`config.mk`:
```
export PLATFORM = sky130hd
export DESIGN_NAME = iq_offset_coarse_fine_search_flat
export DESIGN_NICKNAME = d
export VERILOG_FILES = /design/src/design/iqcf_pkg.sv /design/src/design/iqcf_if.sv /design/src/design/iq_offset_coarse_fine_search.sv /design/src/flat_wrapper.sv
export SDC_FILE = /design/constraint.sdc
export NUM_CORES = 1
export LEC_CHECK = 0
export BUFFER_PORTS_ARGS = -buffer_cell sky130_fd_sc_hd__buf_2
export CAP_MARGIN = 20
export CELL_PAD_IN_SITES_DETAIL_PLACEMENT = 1
export CELL_PAD_IN_SITES_GLOBAL_PLACEMENT = 2
export CORE_UTILIZATION = 36
export CTS_CLUSTER_DIAMETER = 200
export DETAILED_ROUTE_END_ITERATION = 12
export PLACE_DENSITY = 0.82
export SLEW_MARGIN = 10
export SYNTH_ARGS = -nofsm -noshare
export SYNTH_HDL_FRONTEND = slang
export SYNTH_SLANG_ARGS = --single-unit
```
`constraint.sdc`:
```
create_clock -name i_clk -period 7.38 [get_ports i_clk]
set_input_delay 1.107 -clock i_clk [delete_from_list [all_inputs] [get_ports i_clk]]
set_output_delay 1.107 -clock i_clk [all_outputs]
set_load 0.005 [all_outputs]
```
`src/design/iqcf_pkg.sv`:
```
`timescale 1ns / 1ps

package iqcf_pkg;

    localparam int LEVEL_W = 16;
    localparam int IMPR_W  = 17;
    localparam int CFG_W   = 8;
    localparam int APB_DW  = 32;
    localparam int APB_AW  = 3;

    // register map, index = paddr[2]
    localparam logic REG_INIT_I = 1'b0;
    localparam logic REG_INIT_Q = 1'b1;

    localparam logic [CFG_W-1:0] INIT_CODE_RST = 8'd128;

    localparam logic CMD_START = 1'b0;
    localparam logic CMD_MEAS  = 1'b1;

    localparam logic [3:0] COARSE_STEP   = 4'd10;
    localparam logic [3:0] WIDE_RADIUS   = 4'd15;
    localparam logic [3:0] MID_RADIUS    = 4'd3;
    localparam logic [3:0] NARROW_RADIUS = 4'd1;
    localparam logic [2:0] SEQ_LAST_PASS = 3'd2;

    function automatic logic [3:0] radius_of(input logic [2:0] pass);
        logic [3:0] r;
        if (pass == 3'd1) begin
            r = WIDE_RADIUS;
        end else if (pass == 3'd2 || pass == 3'd3) begin
            r = MID_RADIUS;
        end else begin
            r = NARROW_RADIUS;
        end
        return r;
    endfunction

endpackage

```
`src/design/iqcf_if.sv`:
```
`timescale 1ns / 1ps

interface iqcf_in_if;
    import iqcf_pkg::*;

    logic                      valid;
    logic                      ready;
    logic                      cmd;
    logic signed [LEVEL_W-1:0] level;

    modport source (output valid, cmd, level, input ready);
    modport sink   (input valid, cmd, level, output ready);
endinterface

interface iqcf_out_if #(
    parameter int CODE_BITS = 8
);
    import iqcf_pkg::*;

    logic                      valid;
    logic                      ready;
    logic [CODE_BITS-1:0]      trial_i;
    logic [CODE_BITS-1:0]      trial_q;
    logic                      done_res;
    logic [CODE_BITS-1:0]      best_i;
    logic [CODE_BITS-1:0]      best_q;
    logic signed [LEVEL_W-1:0] best_level;
    logic signed [IMPR_W-1:0]  improvement;

    modport source (output valid, trial_i, trial_q, done_res, best_i, best_q, best_level,
                    improvement, input ready);
    modport sink   (input valid, trial_i, trial_q, done_res, best_i, best_q, best_level,
                    improvement, output ready);
endinterface

```
`src/design/iq_offset_coarse_fine_search.sv`:
```
`timescale 1ns / 1ps

// I/Q offset correction search: coarse sweep, then narrowing windows around the best codes.
// Input channel i_in: cmd = start (0) or measurement (1) with the measured leakage level.
// A start returns the initial codes to measure; each measurement returns the next I/Q
// trial pair, or a done item carrying the best codes, best level and improvement.
// A measurement while idle is consumed and produces no item.
// Out-of-range trial codes are never issued: the search windows are clamped to the code range
// when a pass begins, so no measurement has to skip over out-of-range positions.
// The result is registered and appears on o_out in the cycle after input acceptance.
// Throughput: one item per cycle unless o_out stalls; the sequencer state update is a single registered step.
// The output register holds a result while o_out.ready is low and i_in.ready drops only then;
// an item is accepted whenever the output register is empty or being drained.
// APB port: initial_i_code at 0x0, initial_q_code at 0x4 (reset 128), sampled at each start.
// Reset (synchronous, active low) leaves the block idle with both registers at 128.
module iq_offset_coarse_fine_search #(
    parameter int CODE_BITS  = 8,
    parameter int PASS_COUNT = 6
) (
    input  logic                          i_clk,
    input  logic                          i_rst_n,
    iqcf_in_if.sink                       i_in,
    iqcf_out_if.source                    o_out,
    input  logic                          psel,
    input  logic                          penable,
    input  logic                          pwrite,
    input  logic [iqcf_pkg::APB_AW-1:0]   paddr,
    input  logic [iqcf_pkg::APB_DW-1:0]   pwdata,
    output logic [iqcf_pkg::APB_DW-1:0]   prdata,
    output logic                          pready
);
    import iqcf_pkg::*;

    localparam int CW    = CODE_BITS;
    localparam int XW    = CODE_BITS + 1;
    localparam int EXT_W = (CODE_BITS > CFG_W) ? CODE_BITS : CFG_W;
    localparam int PW    = (PASS_COUNT > 1) ? $clog2(PASS_COUNT) : 1;
    localparam logic [CW-1:0] CODE_MAX = {CW{1'b1}};
    localparam logic [EXT_W-1:0] RST_EXT = EXT_W'(INIT_CODE_RST);
    localparam logic [CW-1:0] RST_CODE = RST_EXT[CW-1:0];

    typedef enum logic [1:0] {
        PART_I,
        PART_Q,
        PART_GRID
    } t_part;

    function automatic logic [CW-1:0] clamp_lo(input logic [CW-1:0] a, input logic [3:0] r);
        logic [XW-1:0] ax;
        logic [XW-1:0] rx;
        logic [XW-1:0] d;
        ax = {1'b0, a};
        rx = XW'(r);
        d  = ax - rx;
        return (ax < rx) ? '0 : d[CW-1:0];
    endfunction

    function automatic logic [CW-1:0] clamp_hi(input logic [CW-1:0] a, input logic [3:0] r);
        logic [XW-1:0] s;
        s = {1'b0, a} + XW'(r);
        return (s > {1'b0, CODE_MAX}) ? CODE_MAX : s[CW-1:0];
    endfunction

    // configuration registers
    logic [CFG_W-1:0] r_init_i;
    logic [CFG_W-1:0] r_init_q;
    logic             cfg_wr;
    logic [EXT_W-1:0] init_i_ext;
    logic [EXT_W-1:0] init_q_ext;

    assign pready = 1'b1;
    assign cfg_wr = psel & penable & pwrite;
    assign prdata = (paddr[2] == REG_INIT_Q) ? APB_DW'(r_init_q) : APB_DW'(r_init_i);
    assign init_i_ext = EXT_W'(r_init_i);
    assign init_q_ext = EXT_W'(r_init_q);

    always_ff @(posedge i_clk) begin
        if (!i_rst_n) begin
            r_init_i <= INIT_CODE_RST;
            r_init_q <= INIT_CODE_RST;
        end else if (cfg_wr) begin
            if (paddr[2] == REG_INIT_Q) begin
                r_init_q <= pwdata[CFG_W-1:0];
            end else begin
                r_init_i <= pwdata[CFG_W-1:0];
            end
        end
    end

    // sequencer state
    logic                      r_running, n_running;
    logic                      r_await, n_await;
    logic [PW-1:0]             r_pass, n_pass;
    t_part                     r_part, n_part;
    logic [CW-1:0]             r_cur_i, n_cur_i;
    logic [CW-1:0]             r_cur_q, n_cur_q;
    logic [CW-1:0]             r_hi_i, n_hi_i;
    logic [CW-1:0]             r_lo_q, n_lo_q;
    logic [CW-1:0]             r_hi_q, n_hi_q;
    logic [CW-1:0]             r_best_i, n_best_i;
    logic [CW-1:0]             r_best_q, n_best_q;
    logic signed [LEVEL_W-1:0] r_lowest, n_lowest;
    logic signed [LEVEL_W-1:0] r_initial, n_initial;

    // output register
    logic                      r_out_valid, n_out_valid;
    logic [CW-1:0]             r_out_ti, n_out_ti;
    logic [CW-1:0]             r_out_tq, n_out_tq;
    logic                      r_out_done, n_out_done;
    logic [CW-1:0]             r_out_bi, n_out_bi;
    logic [CW-1:0]             r_out_bq, n_out_bq;
    logic signed [LEVEL_W-1:0] r_out_lvl, n_out_lvl;
    logic signed [IMPR_W-1:0]  r_out_impr, n_out_impr;

    logic          accept;
    logic          take;
    logic [CW-1:0] nb_i;
    logic [CW-1:0] nb_q;
    logic [PW-1:0] bp_pass;
    logic [3:0]    bp_rad;
    logic          bp_first;
    logic          bp_grid;
    logic [CW-1:0] bp_lo_i;
    logic [CW-1:0] bp_hi_i;
    logic [CW-1:0] bp_lo_q;
    logic [CW-1:0] bp_hi_q;
    logic [3:0]    step;
    logic [XW-1:0] sum_i;
    logic [XW-1:0] sum_q;
    logic [XW-1:0] inc_i;
    logic [XW-1:0] inc_q;
    logic          last_pass;
    logic          pass_end;
    logic          done;

    assign i_in.ready = !r_out_valid || o_out.ready;
    assign accept     = i_in.valid && i_in.ready;

    // a better level only counts once the initial level is known
    assign take = !r_await && (i_in.level < r_lowest);
    assign nb_i = take ? r_cur_i : r_best_i;
    assign nb_q = take ? r_cur_q : r_best_q;

    // next pass window, built around the best codes after this measurement
    assign bp_pass  = r_await ? '0 : r_pass + PW'(1);
    assign bp_first = (bp_pass == '0);
    assign bp_rad   = radius_of(3'(bp_pass));
    assign bp_grid  = 3'(bp_pass) > SEQ_LAST_PASS;
    assign bp_lo_i  = bp_first ? '0 : clamp_lo(nb_i, bp_rad);
    assign bp_hi_i  = bp_first ? CODE_MAX : clamp_hi(nb_i, bp_rad);
    assign bp_lo_q  = bp_first ? '0 : clamp_lo(nb_q, bp_rad);
    assign bp_hi_q  = bp_first ? CODE_MAX : clamp_hi(nb_q, bp_rad);

    assign step      = (r_pass == '0) ? COARSE_STEP : 4'd1;
    assign sum_i     = {1'b0, r_cur_i} + XW'(step);
    assign sum_q     = {1'b0, r_cur_q} + XW'(step);
    assign inc_i     = {1'b0, r_cur_i} + XW'(1);
    assign inc_q     = {1'b0, r_cur_q} + XW'(1);
    assign last_pass = (r_pass == PW'(PASS_COUNT - 1));

    always_comb begin
        n_running  = r_running;
        n_await    = r_await;
        n_pass     = r_pass;
        n_part     = r_part;
        n_cur_i    = r_cur_i;
        n_cur_q    = r_cur_q;
        n_hi_i     = r_hi_i;
        n_lo_q     = r_lo_q;
        n_hi_q     = r_hi_q;
        n_best_i   = r_best_i;
        n_best_q   = r_best_q;
        n_lowest   = r_lowest;
        n_initial  = r_initial;
        n_out_valid = r_out_valid && !o_out.ready;
        pass_end   = 1'b0;
        done       = 1'b0;

        if (accept) begin
            if (i_in.cmd == CMD_START) begin
                n_best_i    = init_i_ext[CW-1:0];
                n_best_q    = init_q_ext[CW-1:0];
                n_cur_i     = init_i_ext[CW-1:0];
                n_cur_q     = init_q_ext[CW-1:0];
                n_pass      = '0;
                n_part      = PART_I;
                n_lowest    = '0;
                n_initial   = '0;
                n_await     = 1'b1;
                n_running   = 1'b1;
                n_out_valid = 1'b1;
            end else if (r_running) begin
                n_out_valid = 1'b1;
                if (r_await) begin
                    n_await   = 1'b0;
                    n_lowest  = i_in.level;
                    n_initial = i_in.level;
                    pass_end  = 1'b1;
                end else begin
                    n_best_i = nb_i;
                    n_best_q = nb_q;
                    if (take) begin
                        n_lowest = i_in.level;
                    end
                    unique case (r_part)
                        PART_I: begin
                            if (sum_i > {1'b0, r_hi_i}) begin
                                n_part  = PART_Q;
                                n_cur_i = nb_i;
                                n_cur_q = r_lo_q;
                            end else begin
                                n_cur_i = sum_i[CW-1:0];
                            end
                        end
                        PART_Q: begin
                            if (sum_q <= {1'b0, r_hi_q}) begin
                                n_cur_q = sum_q[CW-1:0];
                            end else begin
                                pass_end = 1'b1;
                            end
                        end
                        PART_GRID: begin
                            if (inc_q <= {1'b0, r_hi_q}) begin
                                n_cur_q = inc_q[CW-1:0];
                            end else if (inc_i <= {1'b0, r_hi_i}) begin
                                n_cur_q = r_lo_q;
                                n_cur_i = inc_i[CW-1:0];
                            end else begin
                                pass_end = 1'b1;
                            end
                        end
                        default: begin
                            pass_end = 1'b1;
                        end
                    endcase
                    if (pass_end && last_pass) begin
                        done = 1'b1;
                    end
                end
                if (pass_end && !done) begin
                    n_pass  = bp_pass;
                    n_hi_i  = bp_hi_i;
                    n_lo_q  = bp_lo_q;
                    n_hi_q  = bp_hi_q;
                    n_cur_i = bp_lo_i;
                    n_part  = bp_grid ? PART_GRID : PART_I;
                    n_cur_q = bp_grid ? bp_lo_q : nb_q;
                end
                if (done) begin
                    n_running = 1'b0;
                end
            end
        end

        // result fields, only loaded when a new item is produced
        n_out_ti   = r_out_ti;
        n_out_tq   = r_out_tq;
        n_out_done = r_out_done;
        n_out_bi   = r_out_bi;
        n_out_bq   = r_out_bq;
        n_out_lvl  = r_out_lvl;
        n_out_impr = r_out_impr;
        if (accept && (i_in.cmd == CMD_START || r_running)) begin
            n_out_ti   = done ? n_best_i : n_cur_i;
            n_out_tq   = done ? n_best_q : n_cur_q;
            n_out_done = done;
            n_out_bi   = n_best_i;
            n_out_bq   = n_best_q;
            n_out_lvl  = n_lowest;
            n_out_impr = IMPR_W'(n_initial) - IMPR_W'(n_lowest);
        end
    end

    always_ff @(posedge i_clk) begin
        if (!i_rst_n) begin
            r_running   <= 1'b0;
            r_await     <= 1'b0;
            r_pass      <= '0;
            r_part      <= PART_I;
            r_cur_i     <= '0;
            r_cur_q     <= '0;
            r_hi_i      <= '0;
            r_lo_q      <= '0;
            r_hi_q      <= '0;
            r_best_i    <= RST_CODE;
            r_best_q    <= RST_CODE;
            r_lowest    <= '0;
            r_initial   <= '0;
            r_out_valid <= 1'b0;
        end else begin
            r_running   <= n_running;
            r_await     <= n_await;
            r_pass      <= n_pass;
            r_part      <= n_part;
            r_cur_i     <= n_cur_i;
            r_cur_q     <= n_cur_q;
            r_hi_i      <= n_hi_i;
            r_lo_q      <= n_lo_q;
            r_hi_q      <= n_hi_q;
            r_best_i    <= n_best_i;
            r_best_q    <= n_best_q;
            r_lowest    <= n_lowest;
            r_initial   <= n_initial;
            r_out_valid <= n_out_valid;
        end
    end

    always_ff @(posedge i_clk) begin
        r_out_ti   <= n_out_ti;
        r_out_tq   <= n_out_tq;
        r_out_done <= n_out_done;
        r_out_bi   <= n_out_bi;
        r_out_bq   <= n_out_bq;
        r_out_lvl  <= n_out_lvl;
        r_out_impr <= n_out_impr;
    end

    assign o_out.valid       = r_out_valid;
    assign o_out.trial_i     = r_out_ti;
    assign o_out.trial_q     = r_out_tq;
    assign o_out.done_res    = r_out_done;
    assign o_out.best_i      = r_out_bi;
    assign o_out.best_q      = r_out_bq;
    assign o_out.best_level  = r_out_lvl;
    assign o_out.improvement = r_out_impr;

endmodule

```
`src/flat_wrapper.sv`:
```
// flat-port wrapper written by rule: the top's interface ports become plain ports
module iq_offset_coarse_fine_search_flat import iqcf_pkg::*;
#(
    parameter int CODE_BITS  = 8,
    parameter int PASS_COUNT = 6
)
  (i_clk, i_rst_n, psel, penable, pwrite, paddr, pwdata, prdata, pready, i_in_valid, i_in_cmd, i_in_level, i_in_ready, o_out_valid, o_out_trial_i, o_out_trial_q, o_out_done_res, o_out_best_i, o_out_best_q, o_out_best_level, o_out_improvement, o_out_ready);
  iqcf_in_if i_in_i ();
  iqcf_out_if #(.CODE_BITS(CODE_BITS)) o_out_i ();
  input  logic i_clk;
  input  logic i_rst_n;
  input  logic psel;
  input  logic penable;
  input  logic pwrite;
  input  logic [iqcf_pkg::APB_AW-1:0] paddr;
  input  logic [iqcf_pkg::APB_DW-1:0] pwdata;
  output logic [iqcf_pkg::APB_DW-1:0] prdata;
  output logic pready;
  input wire logic [$bits(i_in_i.valid)-1:0] i_in_valid;
  input wire logic [$bits(i_in_i.cmd)-1:0] i_in_cmd;
  input wire logic [$bits(i_in_i.level)-1:0] i_in_level;
  output wire logic [$bits(i_in_i.ready)-1:0] i_in_ready;
  output wire logic [$bits(o_out_i.valid)-1:0] o_out_valid;
  output wire logic [$bits(o_out_i.trial_i)-1:0] o_out_trial_i;
  output wire logic [$bits(o_out_i.trial_q)-1:0] o_out_trial_q;
  output wire logic [$bits(o_out_i.done_res)-1:0] o_out_done_res;
  output wire logic [$bits(o_out_i.best_i)-1:0] o_out_best_i;
  output wire logic [$bits(o_out_i.best_q)-1:0] o_out_best_q;
  output wire logic [$bits(o_out_i.best_level)-1:0] o_out_best_level;
  output wire logic [$bits(o_out_i.improvement)-1:0] o_out_improvement;
  input wire logic [$bits(o_out_i.ready)-1:0] o_out_ready;
  assign i_in_i.valid = i_in_valid;
  assign i_in_i.cmd = i_in_cmd;
  assign i_in_i.level = i_in_level;
  assign i_in_ready = i_in_i.ready;
  assign o_out_valid = o_out_i.valid;
  assign o_out_trial_i = o_out_i.trial_i;
  assign o_out_trial_q = o_out_i.trial_q;
  assign o_out_done_res = o_out_i.done_res;
  assign o_out_best_i = o_out_i.best_i;
  assign o_out_best_q = o_out_i.best_q;
  assign o_out_best_level = o_out_i.best_level;
  assign o_out_improvement = o_out_i.improvement;
  assign o_out_i.ready = o_out_ready;
  iq_offset_coarse_fine_search #(.CODE_BITS(CODE_BITS), .PASS_COUNT(PASS_COUNT)) u_core (.i_clk(i_clk), .i_rst_n(i_rst_n), .i_in(i_in_i), .o_out(o_out_i), .psel(psel), .penable(penable), .pwrite(pwrite), .paddr(paddr), .pwdata(pwdata), .prdata(prdata), .pready(pready));
endmodule
```
==> run metrics <==
status=finished clean; switching share of power=0.345; First-pass DRT Iterations=5; P_sw=0.000951 W; VDD IR-drop max=0.000165 V; diode count=0; Worst-path clk slew=0.07 ns; fmax=162 MHz; H-tree depth=4; Post CTS Setup Buffer Count=0; CP max FO=16; top cell type's share of synthesized area=0.179; Worst Slack Setup Final=1.20 ns; Site Rows=67; Clock Latency Late Sink=0.45 ns; Netlist cell types=98; Root Driver=clkbuf_16; CTS Buf Count=17; FF-to-FF setup slack=1.32 ns; chip height=189 um; drt drc=0; Hold-fix buffers, CTS=0; Synth async-reset ratio=0; Synth Register Bits=178; Util after Layout=0.410; HPWL Detailed=33400 um; TritonCTS Sinks=178; Comb power frac=0.268; average size of a mapped cell=8.54 um2; GRT overflow=0; Power Internal=0.00181 W; sequential share of power=0.411; Routed Antenna Nets=0; PD cells=198 nW/um2; CTS tree=yes; Synth area leaders=dfxtp_1 18%, edfxtp_1 16%, ha_1 8.6%; min-delay worst type=flop to flop; final hold violations=0; pre-CTS setup slack=0.812 ns; largest net degree at the start of global routing=68; max_cap viols=0; commonest non-fill, non-tap cells in the layout=173 x nand2_1, 139 x nor2_1, 112 x dfxtp_1; core area=33900 um2; Die Wd=189 um; Clock Skew=0.0147 ns; Final Net Count=1692; P&R area growth vs syn=11.0%; min Tclk post-route=6.18 ns; pins over their slew limit=0; # fillers=4056; footprint of the multi-input gates=7470 um2; io pins=160; initial core utilization=0.370; Iteration-0 DRC Markers=843; via count=11400; share of layout cells above drive strength 1=0.146; sequential share of the synthesized area=0.337; Post-synth EDFFs=66; Post-Syn Instances=1467; Arr. time, crit path=6.37 ns; Startpoint Class=input pin; Worst Setup End Kind=flop; first-pass GRT wire length=69000 um; Reg-to-Reg End=u_core.o_out.trial_q[1]$_DFFE_PP_; fin crit share=0.837; Crit Path Class=input pin to flop; Pleak=5.55 nW; number of port buffers=108; Rel. slew slack=0.369; CP endpoint=u_core.o_out.improvement[14]$_DFFE_PP_; global router's overall resource usage=0.252; RSZ-0062 raised after global routing=false; vias in the first global route=11700; routed vias/inst=5.72; routed len/inst=22.2 um; Die ar.=35500 um2; Mapped Area=12500 um2; Yosys top cell by area=dfxtp_1; Worst Reg-to-Reg Cells=16; worst-margin pin slew=0.946 ns; Critical Path RT=7.57 ns; final setup vio count=0; cts repair resizes=0; initial antenna violation count=1; ys flop type=dfxtp_1; Critical Path Start=i_in_level[2]; Yosys warnings=0; Post-Route WL=44400 um; RePlAce Congestion=0.918; Clock power frac=0.321; Final TNS setup=0 ns; register area=4220 um2; RR Startpoint=u_core.r_await$_SDFFE_PN0P_; clk buf depth=2; commonest non-fill, non-tap cell in the layout=nand2_1
## critical path, stage by stage
cell and delay (ns):
buf_2 0.12, ha_1 0.31, a21o_1 0.18, a31oi_1 0.19, o21ai_1 0.12, o2111a_2 0.34, o311ai_0 0.50, nand2_1 0.15
a21o_1 0.46, a22o_1 0.32, ha_1 0.22, fa_1 0.41, nor2b_1 0.13, o21ai_0 0.13, a21boi_0 0.28, o21ai_0 0.21
a21boi_0 0.30, o21a_1 0.18, nor2_1 0.08, o2111ai_1 0.31, a31oi_1 0.16, xnor2_1 0.16
## power by group through the flow
stage | clock network (W) | logic [W] | registers (W)
detailed placement | 0 | 0.000729 | 0.00115
floorplan | 0 | 0.000516 | 0.00113
global route | 0.000929 | 0.000807 | 0.00114
CTS | 0.000896 | 0.000733 | 0.00113
finish | 0.000884 | 0.000739 | 0.00113
global placement | 0 | 0.000712 | 0.00115
## how the worst min path moves through the flow
stage / start / endpoint / slack [ns] / cells past startpoint
after floorplan: u_core.r_lo_q[0]$_SDFFE_PN0P_ / u_core.r_lo_q[0]$_SDFFE_PN0P_ / 0.44 / 2
final: u_core.r_lo_q[0]$_SDFFE_PN0P_ / u_core.r_lo_q[0]$_SDFFE_PN0P_ / 0.48 / 2
after global placement: u_core.r_lo_q[0]$_SDFFE_PN0P_ / u_core.r_lo_q[0]$_SDFFE_PN0P_ / 0.46 / 2
after global routing: u_core.r_lo_q[1]$_SDFFE_PN0P_ / u_core.r_lo_q[1]$_SDFFE_PN0P_ / 0.52 / 2
after detailed placement: u_core.r_lo_q[0]$_SDFFE_PN0P_ / u_core.r_lo_q[0]$_SDFFE_PN0P_ / 0.47 / 2
after CTS: u_core.r_lo_q[0]$_SDFFE_PN0P_ / u_core.r_lo_q[0]$_SDFFE_PN0P_ / 0.48 / 2
## flip-flops by register name, summed over array words and instances (netlist names), 8 cells and up
| name | count |
|---|---|
| u_core.o_out.improvement | 17 |
| u_core.o_out.trial_i | 8 |
| u_core.r_best_i | 8 |
| u_core.o_out.best_q | 8 |
| u_core.r_initial | 16 |
| u_core.r_best_q | 8 |
| u_core.o_out.trial_q | 8 |
| u_core.o_out.best_i | 8 |
| u_core.r_lo_q | 8 |
| u_core.o_out.best_level | 16 |
| u_core.r_hi_i | 8 |
| u_core.r_cur_i | 8 |
| u_core.r_hi_q | 8 |
| u_core.init_i_ext | 8 |
| u_core.init_q_ext | 8 |
| u_core.r_lowest | 16 |
| u_core.r_cur_q | 8 |
## logic make-up (layout without fill, tap and decap cells)
family | count (synthesis) | after routing | share of synthesized area
other | 2 | 25 | 0.000600
xor gates and xnor gates | 57 | 57 | 0.0399
AOI/OAI and AO/OA | 407 | 407 | 0.231
adders and majority gates | 94 | 94 | 0.0987
muxes | 48 | 48 | 0.0437
DFF | 178 | 178 | 0.337
buffers and inverters | 203 | 264 | 0.0734
and+or+nand+nor | 478 | 478 | 0.175
## per-layer routing
metal  track usage  vias up  share of wire
met5             0        -        0.00029
met4         0.106        2          0.037
met3        0.0343       85          0.040
met2         0.418      309           0.47
met1         0.328     5658           0.45
li1              -     5385              -
## cell type report
| type | count | share of cell area |
|---|---|---|
| clock inverter | 13 | 0.00801 |
| multi-input combinational | 1109 | 0.537 |
| inverter | 100 | 0.0271 |
| timing repair buffer | 133 | 0.0524 |
| sequential | 178 | 0.304 |
| tap | 448 | 0.0403 |
| clock buffer | 18 | 0.0309 |
## metrics by stage
stage,hold WS (ns),instances,total power [W],cell area [um2]
finish,0.484,1999,0.00276,13900
global route,0.520,1999,0.00287,13900
CTS,0.481,1999,0.00276,13900
detailed placement,0.472,1968,0.00188,13400
global placement,0.459,1968,0.00186,13400
floorplan,0.441,1490,0.00164,12600
## cell usage after synthesis (all sizes together), types with 14 or more instances
cell type and n:
clkbuf 50, nor3 23, o211ai 30, mux2i 28, nand2b 16, ha 86
nand3 36, nand4 14, xor2 22, o22ai 18, nor2 141, dfxtp 112
o21ai 68, edfxtp 66, inv 98, nand2 173, a22o 19, xnor2 35
buf 53, and2 29, mux2 20, a21oi 99
No activity file was read; power rests on OpenSTA's default activity.
